[src/sv/ocx_pkg.sv]
// ----------------------------------------------------------------------------
// ocx_pkg
// shared types and constants of the eight-opcode word machine executor
// ----------------------------------------------------------------------------
`default_nettype none

package ocx_pkg;

  // word memory depth default and register file size
  localparam int MemWordsDef = 65536;
  localparam int RegCount    = 8;

  localparam int WordW = 32;
  localparam int AddrW = 16;
  localparam int RegW  = 3;

  // item commands
  typedef enum logic [1:0] {
    CMD_LOAD    = 2'd0,
    CMD_EXEC    = 2'd1,
    CMD_RESTART = 2'd2
  } cmd_e;

  // instruction opcodes, bits 24..22
  typedef enum logic [2:0] {
    OP_ADD  = 3'd0,
    OP_NOR  = 3'd1,
    OP_LW   = 3'd2,
    OP_SW   = 3'd3,
    OP_BEQ  = 3'd4,
    OP_JALR = 3'd5,
    OP_HALT = 3'd6,
    OP_NOOP = 3'd7
  } op_e;

  // instruction field positions
  localparam int OpLsb  = 22;
  localparam int RaLsb  = 19;
  localparam int RbLsb  = 16;

  // outcome of one executed instruction
  typedef struct packed {
    logic              reg_we;
    logic [RegW-1:0]   reg_idx;
    logic [WordW-1:0]  reg_val;
    logic              mem_we;
    logic              is_load;
    logic [AddrW-1:0]  mem_addr;
    logic [WordW-1:0]  mem_val;
    logic [AddrW-1:0]  next_pc;
    logic              halt;
  } exec_res_t;

endpackage

`default_nettype wire

[src/sv/ocx_alu.sv]
// ----------------------------------------------------------------------------
// ocx_alu
// decode and execute of one instruction word from its register operands
// ----------------------------------------------------------------------------
`default_nettype none

module ocx_alu
  import ocx_pkg::*;
(
  input  logic [WordW-1:0] inst_i,
  input  logic [WordW-1:0] a_i,
  input  logic [WordW-1:0] b_i,
  input  logic [AddrW-1:0] pc_i,
  output exec_res_t        res_o
);

  op_e              op;
  logic [RegW-1:0]  rb;
  logic [RegW-1:0]  rd;
  logic [AddrW-1:0] off;
  logic [AddrW-1:0] pc_inc;
  logic [AddrW-1:0] ea;

  assign op     = op_e'(inst_i[OpLsb +: 3]);
  assign rb     = inst_i[RbLsb +: RegW];
  assign rd     = inst_i[RegW-1:0];
  assign off    = inst_i[AddrW-1:0];
  assign pc_inc = AddrW'(pc_i + AddrW'(1));
  // only the low 16 bits of the sign-extended sum survive the wrap
  assign ea     = AddrW'(a_i[AddrW-1:0] + off);

  always_comb begin
    res_o          = '0;
    res_o.next_pc  = pc_inc;
    res_o.mem_addr = ea;
    case (op)
      OP_ADD: begin
        res_o.reg_we  = 1'b1;
        res_o.reg_idx = rd;
        res_o.reg_val = WordW'(a_i + b_i);
      end
      OP_NOR: begin
        res_o.reg_we  = 1'b1;
        res_o.reg_idx = rd;
        res_o.reg_val = ~(a_i | b_i);
      end
      OP_LW: begin
        res_o.is_load = 1'b1;
        res_o.reg_idx = rb;
      end
      OP_SW: begin
        res_o.mem_we  = 1'b1;
        res_o.mem_val = b_i;
      end
      OP_BEQ: begin
        if (a_i == b_i) begin
          res_o.next_pc = AddrW'(pc_inc + off);
        end
      end
      OP_JALR: begin
        res_o.reg_we  = 1'b1;
        res_o.reg_idx = rb;
        res_o.reg_val = WordW'(pc_inc);
        // link is written first, so a shared register jumps to pc + 1
        if (inst_i[RaLsb +: RegW] == rb) begin
          res_o.next_pc = pc_inc;
        end else begin
          res_o.next_pc = a_i[AddrW-1:0];
        end
      end
      OP_HALT: begin
        res_o.halt = 1'b1;
      end
      default: begin
      end
    endcase
    if (!res_o.mem_we) begin
      res_o.mem_addr = res_o.is_load ? ea : '0;
    end
  end

endmodule

`default_nettype wire

[config.mk]
export PLATFORM = sky130hd
export DESIGN_NAME = ocx_alu
export DESIGN_NICKNAME = d
export VERILOG_FILES = /design/src/sv/ocx_pkg.sv /design/src/sv/ocx_alu.sv
export SDC_FILE = /design/constraint.sdc
export NUM_CORES = 1
export LEC_CHECK = 0
export BUFFER_PORTS_ARGS = -buffer_cell sky130_fd_sc_hd__buf_4
export CORE_MARGIN = 2
export CORE_UTILIZATION = 52
export DETAILED_ROUTE_END_ITERATION = 8
export PLACE_DENSITY = 0.86
export REMOVE_ABC_BUFFERS = 1
export SLEW_MARGIN = 20
export SYNTH_ARGS = -nofsm -noshare
export SYNTH_HDL_FRONTEND = slang
export SYNTH_SLANG_ARGS = --single-unit
[constraint.sdc]
create_clock -name vclk -period 7.4
set_input_delay 2.22 -clock vclk [all_inputs]
set_output_delay 2.22 -clock vclk [all_outputs]
set_load 0.01 [all_outputs]
==> results.tsv <==
metric	value	unit
status	finished, final reports clean	
Pwr Density	75.11	mW/mm²
P_leak	0.003634	µW
PortBufs	208	
Worst Setup Path Type	input pin to output port	
vias in the first global route	5872	
Distinct cells, synth	69	
M1 wire length	6989	µm
internal power	243.4	µW
Mapped Cells	762	
Critical Path RT	5.18	ns
switching power total	277.5	µW
grt ovf	0	
number of post-CTS setup repair buffers	0	
CP Data Arrival Time	5.05	ns
crit share post-route	98.20	%
Final Hold Viols	0	
Critical Path End	res_o[97]	
First-pass DRT Iterations	5	
Via density	5.750	
Power Total	520.9	µW
Fill cells	865	
Overall Global Routing Usage	30.06	%
Post-Syn Area	0.005186	mm²
combinational power share	100.0	%
first-pass GRT wire length	27660	µm
Hold WS	4.753	ns
peak supply drop	0.00003629	V
cell taking the most area after synthesis	ha_1	
cts repair resizes	0	
Reg area	0	µm²
met2 routed WL	8537	µm
fin crit period	7.266	ns
share of the synthesized area in the top cell type	23.40	%
Yosys warnings	0	
switching share of power	53.27	%
io pins	215	
max-slew violation count	0	
final RePlAce weighted congestion	0.9455	
area post-placement	0.006909	mm²
crit path launch type	input pin	
Detailed Route WL	17390	µm
crit-path max FO	4	
relative slew slack	30.96	%
Max Fclk	0.1376	GHz
max layer used	met4	
drc violations	0	
WL per Instance	15.95	µm
design area	0.006935	mm²
initial antenna violation count	0	
Layout Nets	1171	
Rows	36	
crit path launch	a_i[0]	
type of destination of the critical path	output port	
Clock Power Share	0	%
die area	0.01079	mm²
ANT cells	0	
RSZ-0062 raised after global routing	false	
area added between synthesis and finish	33.73	%
TNS Setup	0	ns
die width	103.9	µm
Initial Utilization	53.31	%
Routed Antenna Nets	0	
sequential cells	0	
slew of the pin with the lowest slew margin	1.030	ns
hold crit path type	input pin to output port	
post-layout util	71.28	%
most common cell in the netlist	ha_1	
largest net degree at the start of global routing	34	
Routed met3 length	1521	µm
most area-consuming cells after synthesis	ha_1, xnor2_1, inv_1, a21oi_1, o21ai_0	
final setup fails	0	
sequential power share	0	%
die height	103.9	µm
Post-synth top cells	ha_1, inv_1, nor2_1	
iteration-0 DRC count of the detailed router	437	
hold_buf cts	0	
core area	0.009729	mm²
Final HPWL DP	14540	µm
Seq/Total Area, Yosys	0	%
synthesized area per cell	6.806	µm²
area of the multi-input gates	0.004681	mm²
fraction of layout cells with a size suffix above 1	27.17	%
Max Cap Viol	0	
clock buffers	0	
routed vias	6268	
==> cell families after synthesis <==
group | synth area share [%]
multiplexers | 1.182
AO/OA/AOI/OAI | 30.18
XOR/XNOR | 11.82
buffers and inverters | 10.35
AND/OR/NAND/NOR | 21.91
adder cells (fa/ha/maj) | 24.56
==> final cells by class <==
type                       count  area share (%)
inverter                      85           4.600
timing repair buffer         234           25.51
tap                          133           2.399
multi-input combinational    638           67.49
==> power groups by stage <==
stage | clock (µW) | sequential (µW) | combinational [µW]
floorplan | 0 | 0 | 315
global route | 0 | 0 | 568
finish | 0 | 0 | 521
CTS | 0 | 0 | 512
global placement | 0 | 0 | 502
detailed placement | 0 | 0 | 510
==> per-layer routing <==
metal | GRT usage [%] | up-vias
li1 | - | 3088
met5 | 0 | -
met3 | 3.885 | 25
met2 | 56.44 | 289
met1 | 36.35 | 2866
met4 | 6.274 | 0
==> metrics by stage <==
stage,instances,setup slack (ns)
after floorplan,723,0.4569
after global placement,1090,0.1873
after detailed placement,1090,0.1523
after CTS,1090,0.1503
after global routing,1090,0.002735
final,1090,0.1335
==> critical path, cell delays in order <==
cell	delay, ns
buf_4	0.13
ha_1	0.22
fa_1	0.41
a21o_2	0.26
a221oi_4	0.35
o311ai_4	0.16
a211oi_2	0.29
o21a_1	0.21
nor4b_2	0.08
or3_1	0.31
a32o_1	0.25
buf_4	0.14
==> worst min path at each step <==
stage | startpoint | to | slack (ns) | cells past startpoint
2_1_floorplan | inst_i[23] | res_o[102] | 4.48 | 1
3_3_place_gp | inst_i[17] | res_o[100] | 4.75 | 4
3_5_place_dp | inst_i[17] | res_o[100] | 4.76 | 4
4_1_cts | inst_i[17] | res_o[100] | 4.76 | 4
5_1_grt | inst_i[16] | res_o[99] | 4.78 | 4
6_report | inst_i[17] | res_o[100] | 4.75 | 4
==> cells in the final DEF (no fill, tap or decap), types with 3 or more instances in the layout <==
cell type	netlist	routed
a21boi_0	4	4
a21o_1	31	31
a21oi_1	52	52
a22o_1	14	14
a22oi_1	18	18
a31oi_1	11	11
and2_1	8	8
and3_1	9	9
buf_4	2	233
fa_1	3	3
ha_1	97	97
inv_1	84	84
mux2i_1	5	5
nand2_1	55	55
nand2b_1	5	5
nand3_1	21	20
nand4_1	10	10
nor2_1	60	59
nor2b_1	8	8
nor3_1	36	35
nor4_1	10	10
o2111ai_1	3	3
o211ai_1	8	8
o21a_1	3	3
o21ai_0	47	46
o21bai_1	6	6
o22ai_1	3	3
xnor2_1	47	47
xor2_1	23	23
No activity file was read; power rests on OpenSTA's default activity.
